## src/hw/rtl/kpbc_pkg.sv

```systemverilog
package kpbc_pkg;

	localparam int DigitW       = 6;
	localparam int DigitRegW    = 60;
	localparam int DigitRegs    = 3;
	localparam int PosW         = 48;
	localparam int LenW         = 5;
	localparam int ByteW        = 8;
	localparam int CfgIdxW      = 3;
	localparam logic [7:0] KeystreamMod = 8'd254;

	// register indexes of the configuration port
	typedef enum logic [CfgIdxW-1:0] {
		REG_KEY_LOW   = 3'd0,
		REG_KEY_MID   = 3'd1,
		REG_KEY_HIGH  = 3'd2,
		REG_KEY_LEN   = 3'd3,
		REG_START_POS = 3'd4
	} cfg_reg_t;

	// one item as it travels down the cell row
	typedef struct packed {
		logic             valid;
		logic [ByteW-1:0] data;
		logic [7:0]       pm;
		logic [7:0]       r;
	} kpbc_stage_t;

	// reduce a 15-bit value mod 254, using 256 == 2 (mod 254)
	function automatic logic [7:0] fold254(input logic [14:0] t);
		logic [8:0] u;
		u = {1'b0, t[7:0]} + {1'b0, t[14:8], 1'b0};
		if (u >= {1'b0, KeystreamMod}) u = u - {1'b0, KeystreamMod};
		if (u >= {1'b0, KeystreamMod}) u = u - {1'b0, KeystreamMod};
		return u[7:0];
	endfunction

	// position mod 254: byte i weighs 2^i
	function automatic logic [7:0] pos_mod254(input logic [PosW-1:0] p);
		logic [13:0] s;
		s = '0;
		for (int i = 0; i < PosW / 8; i++) begin
			s = s + (14'(p[8*i +: 8]) << i);
		end
		return fold254({1'b0, s});
	endfunction

endpackage

```

## src/hw/rtl/kpbc_cell.sv

```systemverilog
module kpbc_cell
	import kpbc_pkg::*;
(
	input  logic              clk,
	input  logic              arst_n,
	input  logic              en,
	input  logic              active,
	input  logic [DigitW-1:0] key_a,
	input  logic [DigitW-1:0] key_b,
	input  kpbc_stage_t       stage_in,
	output kpbc_stage_t       stage_q
);

	logic [DigitW:0] ka1;
	logic [14:0]     pa;
	logic [14:0]     pb;
	logic [14:0]     t;
	kpbc_stage_t     stage_d;

	// one key layer when active: r*(1+key_a) + pos*key_b, then mod 254; else r passes
	always_comb begin
		ka1     = {1'b0, key_a} + {{DigitW{1'b0}}, 1'b1};
		pa      = 15'(stage_in.r) * 15'(ka1);
		pb      = 15'(stage_in.pm) * 15'(key_b);
		t       = pa + pb;
		stage_d = stage_in;
		if (active) stage_d.r = fold254(t);
	end

	// hand the item to the next cell
	always_ff @(posedge clk or negedge arst_n) begin
		if (!arst_n) begin
			stage_q <= '0;
		end else if (en) begin
			stage_q <= stage_d;
		end
	end

endmodule
```

## config.mk

```make
export PLATFORM = sky130hd
export DESIGN_NAME = kpbc_cell
export DESIGN_NICKNAME = d
export VERILOG_FILES = /design/src/hw/rtl/kpbc_pkg.sv /design/src/hw/rtl/kpbc_cell.sv
export SDC_FILE = /design/constraint.sdc
export NUM_CORES = 1
export LEC_CHECK = 0
export ABC_AREA = 1
export BUFFER_PORTS_ARGS = -buffer_cell sky130_fd_sc_hd__buf_2
export CAP_MARGIN = 30
export CORE_UTILIZATION = 60
export DETAILED_ROUTE_END_ITERATION = 8
export PLACE_DENSITY = 0.8
export SLEW_MARGIN = 40
export SYNTH_ARGS = -nofsm -noshare
export SYNTH_HDL_FRONTEND = slang
export SYNTH_SLANG_ARGS = --single-unit
```

## constraint.sdc

```tcl
create_clock -name clk -period 1.5 [get_ports clk]
set_input_delay 0.3 -clock clk [delete_from_list [all_inputs] [get_ports clk]]
set_output_delay 0.3 -clock clk [all_outputs]
set_load 0.005 [all_outputs]
```

After elaboration in Yosys (flattened, before gate mapping)

Index checks and enable logic that the tools add are counted.

Multiplexer cells: 4
$add $sub $neg: 5
Multipliers: 2
Order comparisons: 2

Operators with widths:

| kind                | count |
|---|---|
| $ge 9x8->1 const B  | 2 |
| $mux 9              | 2 |
| $mux 8              | 2 |
| $add 15x14->15      | 1 |
| $mul 8x7->15        | 1 |
| $mul 8x6->14        | 1 |
| $add 8x8->9         | 1 |
| $sub 9x8->9 const B | 1 |
| $sub 8x8->8 const B | 1 |
| $add 6x1->7 const B | 1 |

Flip-flop bits (word level): 25
Output and inout port bits: 25
Bits of input ports: 41
Logic and storage cells: 17

Logic depth before layout (Yosys ltp)

Gate-level depths: netlist (run 1).

Depth after elaboration: 10
Depth in mapped cells: 47
Depth with buffers taken out: 47

Worst setup path after synthesis (run 1)

OpenSTA, ideal clock, no wires.

Path type: input -> register
Start: input port key_a[2]
End: register stage_q[3] (netlist bit)
Slack: -5.394 ns
Arrival time: 6.821 ns
Stages: 39
Library setup time: 0.073 ns
Path buffers: 0
Data required time: 1.427 ns
Cells stage by stage: nand3_1 xor2_1 nor2_1 fa_1 inv_1 fa_1 inv_1 fa_1 fa_1 inv_1 fa_1 inv_1 ha_1 a21oi_1 nand2_1 a21oi_1 nor2_1 nor2_1 (+3 left out) fa_1 ha_1 inv_1 nor2_4 nand3_4 nor2_4 nand3_4 nand2_4 nand2_2 nand2_4 nand2_4 nor2_4 nand2_2 nand2_2 nand2_1 nand2_1 nand2_1 a21oi_2

Longest elaborated chain between the ends: 10
Elaborated cells on any way between the ends: 12
Classes of those cells: 5 x add/sub; 1 x mul; 2 x order compare; 4 x mux

RTL lines:

| what                                      | RTL line        | RTL |
|---|---|---|
| from (decl)                               | kpbc_cell.sv:8  | `input logic [DigitW-1:0] key_a,` |
| $add 6x1->7 *                             | kpbc_cell.sv:22 | `ka1 = {1'b0, key_a} + {{DigitW{1'b0}}, 1'b1};` |
| $mul 8x7->15 *                            | kpbc_cell.sv:23 | `pa = 15'(stage_in.r) * 15'(ka1);` |
| $add 15x14->15 *                          | kpbc_cell.sv:25 | `t = pa + pb;` |
| $add 8x8->9 *                             | kpbc_pkg.sv:32  | `u = {1'b0, t[7:0]} + {1'b0, t[14:8], 1'b0};` |
| $sub 9x8->9 or $ge 9x8->1 (tied branches) | kpbc_pkg.sv:33  | `if (u >= {1'b0, KeystreamMod}) u = u - {1'b0, KeystreamMod};` |
| $mux 9 *                                  | kpbc_pkg.sv:33  |  |
| $mux 9 *                                  | kpbc_cell.sv:27 | `if (active) stage_d.r = fold254(t);` |
| $sub 8x8->8 or $ge 9x8->1 (tied branches) | kpbc_pkg.sv:34  | `if (u >= {1'b0, KeystreamMod}) u = u - {1'b0, KeystreamMod};` |
| $mux 8 *                                  | kpbc_pkg.sv:34  |  |
| $mux 8 *                                  | kpbc_cell.sv:27 |  |
| to (signal assigned)                      | kpbc_cell.sv:35 | `stage_q <= stage_d;` |
| to (decl)                                 | kpbc_cell.sv:11 | `output kpbc_stage_t stage_q` |

Every way passes the cells marked *; elsewhere a longest branch is shown, timed or not. The select of a mux whose other input is x is not followed.
A chain may end at the register's enable or synchronous reset.

Worst setup path after layout (run 1)

Start: input port key_a[2]
End: register stage_q[2] (netlist bit)

Same word-level chain as after synthesis.

==> flow_summary.json, run 1 <==
{
  "hold_violations": 0,
  "reg2reg_depth": 2,
  "worst_path_max_delay_cell": "fa_1",
  "syn_area_um2": 5340,
  "ant_nets": 0,
  "dp.cells": 980,
  "grt_use_met2": 0.559,
  "criticalPathCategory": "in2reg",
  "fmax_ghz": 0.141,
  "drt-vias-per-instance": 5.17,
  "busiest_layer": "met2",
  "nets": 1074,
  "min_period_ns": 7.08,
  "synth.area.top_cells": "fa_1 29%, inv_1 14%, nand2_1 14%",
  "clock_path_buffers": 2,
  "cp_max_fo": 8,
  "netlist.area_leader.share": 0.289,
  "drt_pass1_iterations": 5,
  "violations": "setup timing",
  "final_cell_mix": "179 x inv_1, 172 x nand2_1, 117 x buf_4",
  "finalCritPeriodShare": 4.72,
  "worst-slew-pin-transition_ns": 0.565,
  "cp.arrival_ns": 7.29,
  "numClockSinks": 25,
  "antenna_found_initial": 2,
  "setup-violations-final": 7,
  "pin_count": 66,
  "synthArstFlopShare": 1.00,
  "cp-end-kind": "flip-flop",
  "synth_cells": 719,
  "routedWlPerCell_um": 14.6,
  "grtUsageMet1": 0.397,
  "worstSkewPairLatency_ns": 0.27,
  "portBuffers": 65,
  "cts_tree": "built",
  "cts_max_level": 1,
  "ys_types": 32,
  "grt_overflow": 0,
  "grtUsageMet3": 0.0450,
  "remaining_drc_errors": 0,
  "min_path_type": "in2async",
  "yosys_register_bits": 25,
  "outcome": "finished with violations",
  "skew_ns": 0,
  "largest_register": "stage_q",
  "track_usage": 0.312,
  "worst_r2r_endpoint": "stage_q[7]",
  "r2r_start": "stage_q[7]",
  "grt_max_degree": 26,
  "yosysTopAreaCell": "fa_1",
  "cts-root-buf": "clkbuf_8",
  "top_regs": "stage_q x25",
  "ff2ff_setup_slack_ns": 0.81,
  "drtIter0Drc": 257,
  "fin_ws_ns": -5.58,
  "wirelength_mm": 14.7,
  "rows": 34,
  "grt_pass1_wl_mm": 22.0,
  "cts_buffers": 3,
  "mostFrequentLayoutCell": "inv_1",
  "synth_ff_type": "dfrtp_1",
  "largest_reg_flops": 25,
  "die_h_um": 96.3,
  "fin_util": 0.826,
  "core_um2": 8680,
  "slew_headroom": 0.624,
  "dr_total_vias": 5213,
  "setup.worst_path.start_class": "input pin",
  "max_stage_delay_ns": 0.55,
  "rsz0062_at_grt": "true",
  "cp_data_required_time_ns": 1.71,
  "fillerInstances": 543,
  "maxCapViolCount": 0,
  "drive_gt1_frac": 0.329,
  "ys.warnings.count": 0,
  "clk_pin_slew_ns": 0.10,
  "syn-mean-instance-area_um2": 7.42,
  "grt_pass1_vias": 4896,
  "gp_congestion": 0.939,
  "dieArea_um2": 9270,
  "slew_viol_final": 0,
  "hpwl_mm": 11.7,
  "synth_edf_count": 0,
  "final_cells": 1008,
  "fp.dieW_um": 96.3,
  "yosysSeqAreaShare": 0.117,
  "start_util": 0.615,
  "syn_to_final_growth_pct": 34.4,
  "syn-num-nets": 893
}
cell type report:
type	instances	area [um2]	area share
Multi-Input combinational cell	481	4290	0.598
Timing Repair Buffer	188	1300	0.182
Inverter	201	764	0.107
Sequential cell	25	626	0.0872
Tap cell	108	135	0.0188
Clock buffer	3	41.3	0.00576
Clock inverter	1	8.76	0.00122
Antenna cell	1	2.50	0.000349
synthesized netlist by cell type (7+ instances only):
cell type	count
inv_1	195
nand2_1	193
fa_1	77
ha_1	56
nor2_1	45
dfrtp_1	25
a21oi_1	24
nand3_1	24
xor2_1	14
clkbuf_1	12
nand2_2	7
routing by layer:
layer | up-vias | share of wire | wire length, um
met3 | 60 | 0.071 | 1050
met4 | 2 | 0.036 | 536
li1 | 2453 | - | -
met5 | - | 0.00088 | 13
met1 | 2476 | 0.38 | 5670
met2 | 222 | 0.51 | 7470
critical path, delay by kind of cell:
family          cells  cell delay [ns]
fa+ha+maj           8             3.47
simple gates       21             2.11
buf+inv            10             0.74
compound gates      3             0.52
xor+xnor            1             0.13
kinds of logic (layout without fill, tap and decap cells):
kind of cell,after synthesis,count (layout),share of synthesized area
AOI/OAI and AO/OA,40,40,0.0457
xor gates and xnor gates,20,20,0.0328
adders and majority gates,133,133,0.420
buffers and inverters,213,393,0.150
DFF,25,25,0.117
other,0,1,0
and+or+nand+nor,288,288,0.234
what timing repair did:
item	4_1_cts	5_1_grt
resized for setup	41	37
hold buffers	0	0
hold endpoints to repair	0	0
pin swaps	40	53
buffers inserted	16	8
endpoints found under the setup margin	7	7
through the flow:
stage                     instance area, um2  hold slack, ns  setup slack [ns]  setup TNS [ns]
after floorplan                         5500         0.00441             -5.04          -34.99
after global placement                  6660           0.301             -5.65          -39.32
after detailed placement                6660           0.320             -5.82          -40.28
after CTS                               6990          0.0191             -5.39          -37.13
after global routing                    7170          0.0509             -5.97          -41.38
final                                   7170         0.00197             -5.58          -38.73
worst max path at each step:
stage             start         end  slack (ns)
2_1_floorplan  key_a[0]  stage_q[3]       -5.04
3_3_place_gp   key_a[0]  stage_q[2]       -5.65
3_5_place_dp   key_a[0]  stage_q[2]       -5.82
4_1_cts        key_a[2]  stage_q[2]       -5.39
5_1_grt        key_a[2]  stage_q[2]       -5.97
6_report       key_a[2]  stage_q[2]       -5.58
Power of run 1 is not shown: default switching activity piles up to over one toggle a cycle in this logic, so the estimate is an artifact.
==> inputs of run 2 (changes only) <==
--- a/config.mk
+++ b/config.mk
@@ -8,9 +8,10 @@
 export ABC_AREA = 1
 export BUFFER_PORTS_ARGS = -buffer_cell sky130_fd_sc_hd__buf_2
 export CAP_MARGIN = 30
-export CORE_UTILIZATION = 60
+export CORE_UTILIZATION = 44
 export DETAILED_ROUTE_END_ITERATION = 8
-export PLACE_DENSITY = 0.8
+export GPL_TIMING_DRIVEN = 0
+export PLACE_DENSITY = 0.61
 export SLEW_MARGIN = 40
 export SYNTH_ARGS = -nofsm -noshare
 export SYNTH_HDL_FRONTEND = slang
==> run 2 against run 1 <==
Net effect:
- the run still ends with setup timing left
- critical path depth down 2
- global-route usage fell by 10 points
- final cell count decreased by 4.3%
- sequential cell count unchanged
- fmax rose by 3.3%
- clock skew is the same
- design area decreased by 6.6%
- die area grew 36%
- first-iteration DRC count decreased by 29%
- clock-buffer cell count unchanged
- worst hold slack improved by 0.015 ns
- critical endpoint is now stage_q[3]
- highest routed layer unchanged
==> flow_summary.json, run 2 (same netlist as run 1, synthesis figures left out) <==
{
  "outcome": "finished with violations",
  "violations": "setup timing",
  "cts_max_level": 1,
  "min_path_type": "in2async",
  "fp.dieW_um": 112,
  "largest_register": "stage_q",
  "worst-slew-pin-transition_ns": 0.557,
  "cp.arrival_ns": 7.06,
  "cp_top_family": "adder cells",
  "routedWlPerCell_um": 13.1,
  "cts_tree": "built",
  "fin_util": 0.577,
  "hold_violations": 0,
  "numClockSinks": 25,
  "r2r_start": "stage_q[6]",
  "wirelength_mm": 12.7,
  "diodes": 0,
  "largest_reg_flops": 25,
  "fmax_ghz": 0.146,
  "max_stage_delay_ns": 0.63,
  "dieArea_um2": 12600,
  "drt_pass1_iterations": 5,
  "clock_path_buffers": 2,
  "drtIter0Drc": 182,
  "cp-startpoint": "key_a[0]",
  "top_regs": "stage_q x25",
  "rsz0062_at_grt": "true",
  "cp_num_buf_inv": 8,
  "slew_headroom": 0.629,
  "min_period_ns": 6.85,
  "rows": 39,
  "finalCritPeriodShare": 4.57,
  "cts_buffers": 3,
  "portBuffers": 58,
  "mostFrequentLayoutCell": "inv_1",
  "pin_count": 66,
  "fin_ws_ns": -5.35,
  "gp_congestion": 0.807,
  "antenna_found_initial": 1,
  "grt_overflow": 0,
  "grt_pass1_wl_mm": 21.2,
  "criticalPathCategory": "in2reg",
  "grt_pass1_vias": 4626,
  "path_common_cell": "fa_1",
  "worstSkewPairLatency_ns": 0.27,
  "cp_data_required_time_ns": 1.71,
  "worst_path_max_delay_cell": "fa_2",
  "stdcell_area_um2": 6700,
  "cp_max_fo": 8,
  "dp_slack_ns": -6.00,
  "start_util": 0.459,
  "clk_pin_slew_ns": 0.08,
  "nets": 997,
  "cp-end-kind": "flip-flop",
  "place_area_um2": 5970,
  "dr_total_vias": 4644,
  "hpwl_mm": 10.5,
  "drive_gt1_frac": 0.254,
  "fin_hold_ws_ns": 0.0166,
  "syn_to_final_growth_pct": 25.5,
  "skew_ns": 0,
  "slew_viol_final": 0,
  "cts-root-buf": "clkbuf_16",
  "setup-violations-final": 7,
  "remaining_drc_errors": 0,
  "grt_max_degree": 26,
  "maxCapViolCount": 0,
  "drt-vias-per-instance": 4.81,
  "die_h_um": 112,
  "core_um2": 11600,
  "final_cell_mix": "180 x inv_1, 172 x nand2_1, 75 x fa_1",
  "track_usage": 0.209,
  "setup.worst_path.start_class": "input pin",
  "ant_nets": 0
}
==> run 2: cell types whose count changed in the layout (fill, tap and decap cells not counted), sizes merged <==
cell / delta
clkbuf: +11
buf: -88
diode: -1
==> run 2: final cells by class <==
cell class,instances,area (um2)
plain buffers,11,43.8
inverters,201,767
flip-flops and latches,25,626
clock inverters,1,8.76
repair buffers,100,678
well taps,143,179
multi-input cells,481,4320
clock buffers,3,75.1
fillers,1094,4920
==> run 2: metrics by stage <==
stage	std cells	TNS, ns
4_1_cts	947	-37.14
2_1_floorplan	719	-34.99
5_1_grt	965	-39.79
6_report	965	-37.23
3_3_place_gp	920	-41.30
3_5_place_dp	920	-41.70
==> run 2: final timing paths <==
kind | slack, ns | cells after the start | endpoint
max reg2reg | 0.79 | 2 | stage_q[6]
min in group clk | 0.23 | 3 | stage_q[22]
min reg2reg | 0.47 | 2 | stage_q[13]
max in group asynchronous | 1.11 | 1 | stage_q[17]
max | -5.35 | 41 | stage_q[3]
min | 0.02 | 1 | stage_q[16]
==> run 2: worst reg2reg max path: cells and delay by family (launching register included) <==
| family | cells | cell delay, ns |
|---|---|---|
| flops | 1 | 0.39 |
| compound gates | 1 | 0.06 |
| simple gates | 1 | 0.15 |
==> run 2: per-layer routing <==
layer  part of all wire  track usage
met1               0.46        0.296
met2               0.49        0.354
met3              0.033       0.0173
met4              0.013       0.0356
met5             0.0010            0
==> run 2: timing repair <==
action	CTS	global route
hold buffers	0	0
setup buffers	24	18
gates resized for setup	44	42
setup endpoints to repair	7	7
gates cloned	0	0
pin swaps	56	55
Power of run 2 is left out for the same reason.
==> inputs of run 3 (changes only) <==
--- a/config.mk
+++ b/config.mk
@@ -5,7 +5,7 @@
 export SDC_FILE = /design/constraint.sdc
 export NUM_CORES = 1
 export LEC_CHECK = 0
-export ABC_AREA = 1
+export ABC_AREA = 0
 export BUFFER_PORTS_ARGS = -buffer_cell sky130_fd_sc_hd__buf_2
 export CAP_MARGIN = 30
 export CORE_UTILIZATION = 44
==> run 3 against run 2 <==
Net effect:
- the flow still finishes with violations (setup timing)
- synthesized area shrank 2.7%
- fmax shrank 3.3%
- clock skew is the same
- setup slack lost 0.23 ns
- largest cell class unchanged
==> flow_summary.json, run 3 <==
{
  "numClockSinks": 25,
  "final_cells": 823,
  "clk_pin_slew_ns": 0.07,
  "top_regs": "stage_q x25",
  "violations": "setup timing",
  "rows": 39,
  "cp-end-kind": "flip-flop",
  "drive_gt1_frac": 0.307,
  "synth.area.top_cells": "fa_1 30%, ha_1 13%, dfrtp_1 12%",
  "syn_to_final_growth_pct": 27.8,
  "yosysTopAreaCell": "fa_1",
  "ys_types": 54,
  "setup.worst_path.start_class": "input pin",
  "grt_overflow": 0,
  "cts_buffers": 3,
  "synth_commonest_cells": "118 x inv_1, 77 x fa_1, 56 x ha_1",
  "hpwl_mm": 10.1,
  "setup-tns-final_ns": -38.14,
  "fmax_ghz": 0.141,
  "mostFrequentLayoutCell": "inv_1",
  "grt_use_met2": 0.376,
  "outcome": "finished with violations",
  "dp.cells": 774,
  "slew_headroom": 0.611,
  "worst-slew-pin-transition_ns": 0.581,
  "clock_path_buffers": 2,
  "ys.warnings.count": 0,
  "fp.dieW_um": 111,
  "grtUsageMet1": 0.297,
  "syn-mean-instance-area_um2": 9.14,
  "yosysSeqAreaShare": 0.121,
  "netlist.area_leader.share": 0.297,
  "drt-vias-per-instance": 5.18,
  "portBuffers": 63,
  "synth_edf_count": 0,
  "grt_pass1_vias": 4578,
  "cp.arrival_ns": 7.28,
  "slew_viol_final": 0,
  "largest_register": "stage_q",
  "core_um2": 11500,
  "dr_total_vias": 4262,
  "path_common_cell": "fa_1",
  "track_usage": 0.216,
  "routedWlPerCell_um": 15.2,
  "worst_path_max_delay_cell": "fa_1",
  "min_path_type": "in2async",
  "cp_data_required_time_ns": 1.70,
  "cts_max_level": 1,
  "min_period_ns": 7.08,
  "grt_pass1_wl_mm": 21.5,
  "antenna_found_initial": 0,
  "finalCritPeriodShare": 4.72,
  "ant_nets": 0,
  "pin_count": 66,
  "yosys_register_bits": 25,
  "cts_hold_buf": 0,
  "fin_ws_ns": -5.58,
  "ff2ff_setup_slack_ns": 0.64,
  "drt_pass1_iterations": 4,
  "start_util": 0.453,
  "dieArea_um2": 12200,
  "cts_tree": "built",
  "gp_congestion": 0.830,
  "grt_max_degree": 26,
  "drtIter0Drc": 139,
  "criticalPathCategory": "in2reg",
  "remaining_drc_errors": 0,
  "setup-violations-final": 7,
  "diodes": 0,
  "final_cell_mix": "112 x inv_1, 75 x fa_1, 59 x buf_2",
  "hold_violations": 0,
  "max_stage_delay_ns": 0.56,
  "syn-num-nets": 742,
  "rsz0062_at_grt": "true",
  "busiest_layer": "met2",
  "fin_util": 0.578,
  "largest_reg_flops": 25,
  "synthArstFlopShare": 1.00,
  "maxCapViolCount": 0,
  "cp_max_fo": 6,
  "skew_ns": 0,
  "synth_ff_type": "dfrtp_1",
  "cts-root-buf": "clkbuf_16",
  "synth.most_common_cell": "inv_1",
  "grtUsageMet3": 0.0154,
  "wirelength_mm": 12.5,
  "synth_cells": 568,
  "die_h_um": 111,
  "syn_area_um2": 5190,
  "worstSkewPairLatency_ns": 0.26,
  "nets": 855
}
==> run 3: changes by cell type after synthesis, moves of 6 or more <==
| cell | delta |
|---|---|
| nand2_2 | -7 |
| nor2b_1 | +17 |
| nand2_4 | -6 |
| nand2b_1 | +8 |
| xor2_1 | -9 |
| inv_1 | -77 |
| nand3_1 | -14 |
| mux2_2 | +17 |
| clkbuf_1 | -7 |
| nor2_1 | -29 |
| and2_1 | +51 |
| nand2_1 | -139 |
| xnor2_1 | +8 |
==> run 3: cell families (layout without fill, tap and decap cells) <==
logic type / count (synthesis) / in the layout / synth area share
flops: 25 / 25 / 0.121
buf+inv: 126 / 238 / 0.0942
mux: 18 / 18 / 0.0388
xor+xnor: 20 / 20 / 0.0352
fa+ha+maj: 133 / 133 / 0.432
compound gates: 70 / 70 / 0.0976
simple gates: 176 / 176 / 0.182
==> run 3: through the flow <==
step,area [um2],setup slack [ns],hold WS (ns)
floorplan,5450,-5.09,0.00441
global placement,5940,-5.90,0.319
detailed placement,5940,-5.97,0.325
CTS,6480,-5.44,0.0398
global route,6630,-5.81,0.0701
finish,6630,-5.58,0.0194
==> run 3: final cells by class <==
type | count | area, um2
multi-input combinational | 417 | 4520
clock inverter | 1 | 7.51
tap | 143 | 179
buffer | 7 | 41.3
fill | 1018 | 4830
clock buffer | 3 | 75.1
timing repair buffer | 109 | 742
sequential | 25 | 626
inverter | 118 | 443
==> run 3: what timing repair did <==
| item | in CTS | in global routing |
|---|---|---|
| setup buffers | 35 | 12 |
| endpoints found under the setup margin | 7 | 7 |
| pin swaps | 47 | 57 |
| gates resized for setup | 39 | 18 |
| endpoints found under the hold margin | 0 | 0 |
==> run 3: path summary, 6_finish.rpt <==
path	from	to	cells past startpoint
worst max register to register	stage_q[5]	stage_q[5]	3
min in group clk	stage_in[20]	stage_q[20]	2
worst max-delay path	key_a[0]	stage_q[3]	29
worst min-delay path	arst_n	stage_q[21]	1
worst min register to register	stage_q[22]	stage_q[22]	1
max in group asynchronous	arst_n	stage_q[6]	1
==> run 3: metal layers <==
| metal | wire (um) | vias up |
|---|---|---|
| li1 | - | 2018 |
| met1 | 5590 | 2147 |
| met2 | 6370 | 85 |
| met3 | 406 | 12 |
| met4 | 162 | 0 |
| met5 | 0 | - |
==> run 3: worst max-delay path: cells and delay by family <==
kind	cells	cell delay (ns)
adders and majority gates	8	3.20
AOI/OAI and AO/OA	11	2.40
buffers and inverters	4	0.25
and+or+nand+nor	4	0.78
xor gates and xnor gates	2	0.34
Power of run 3 is left out for the same reason.
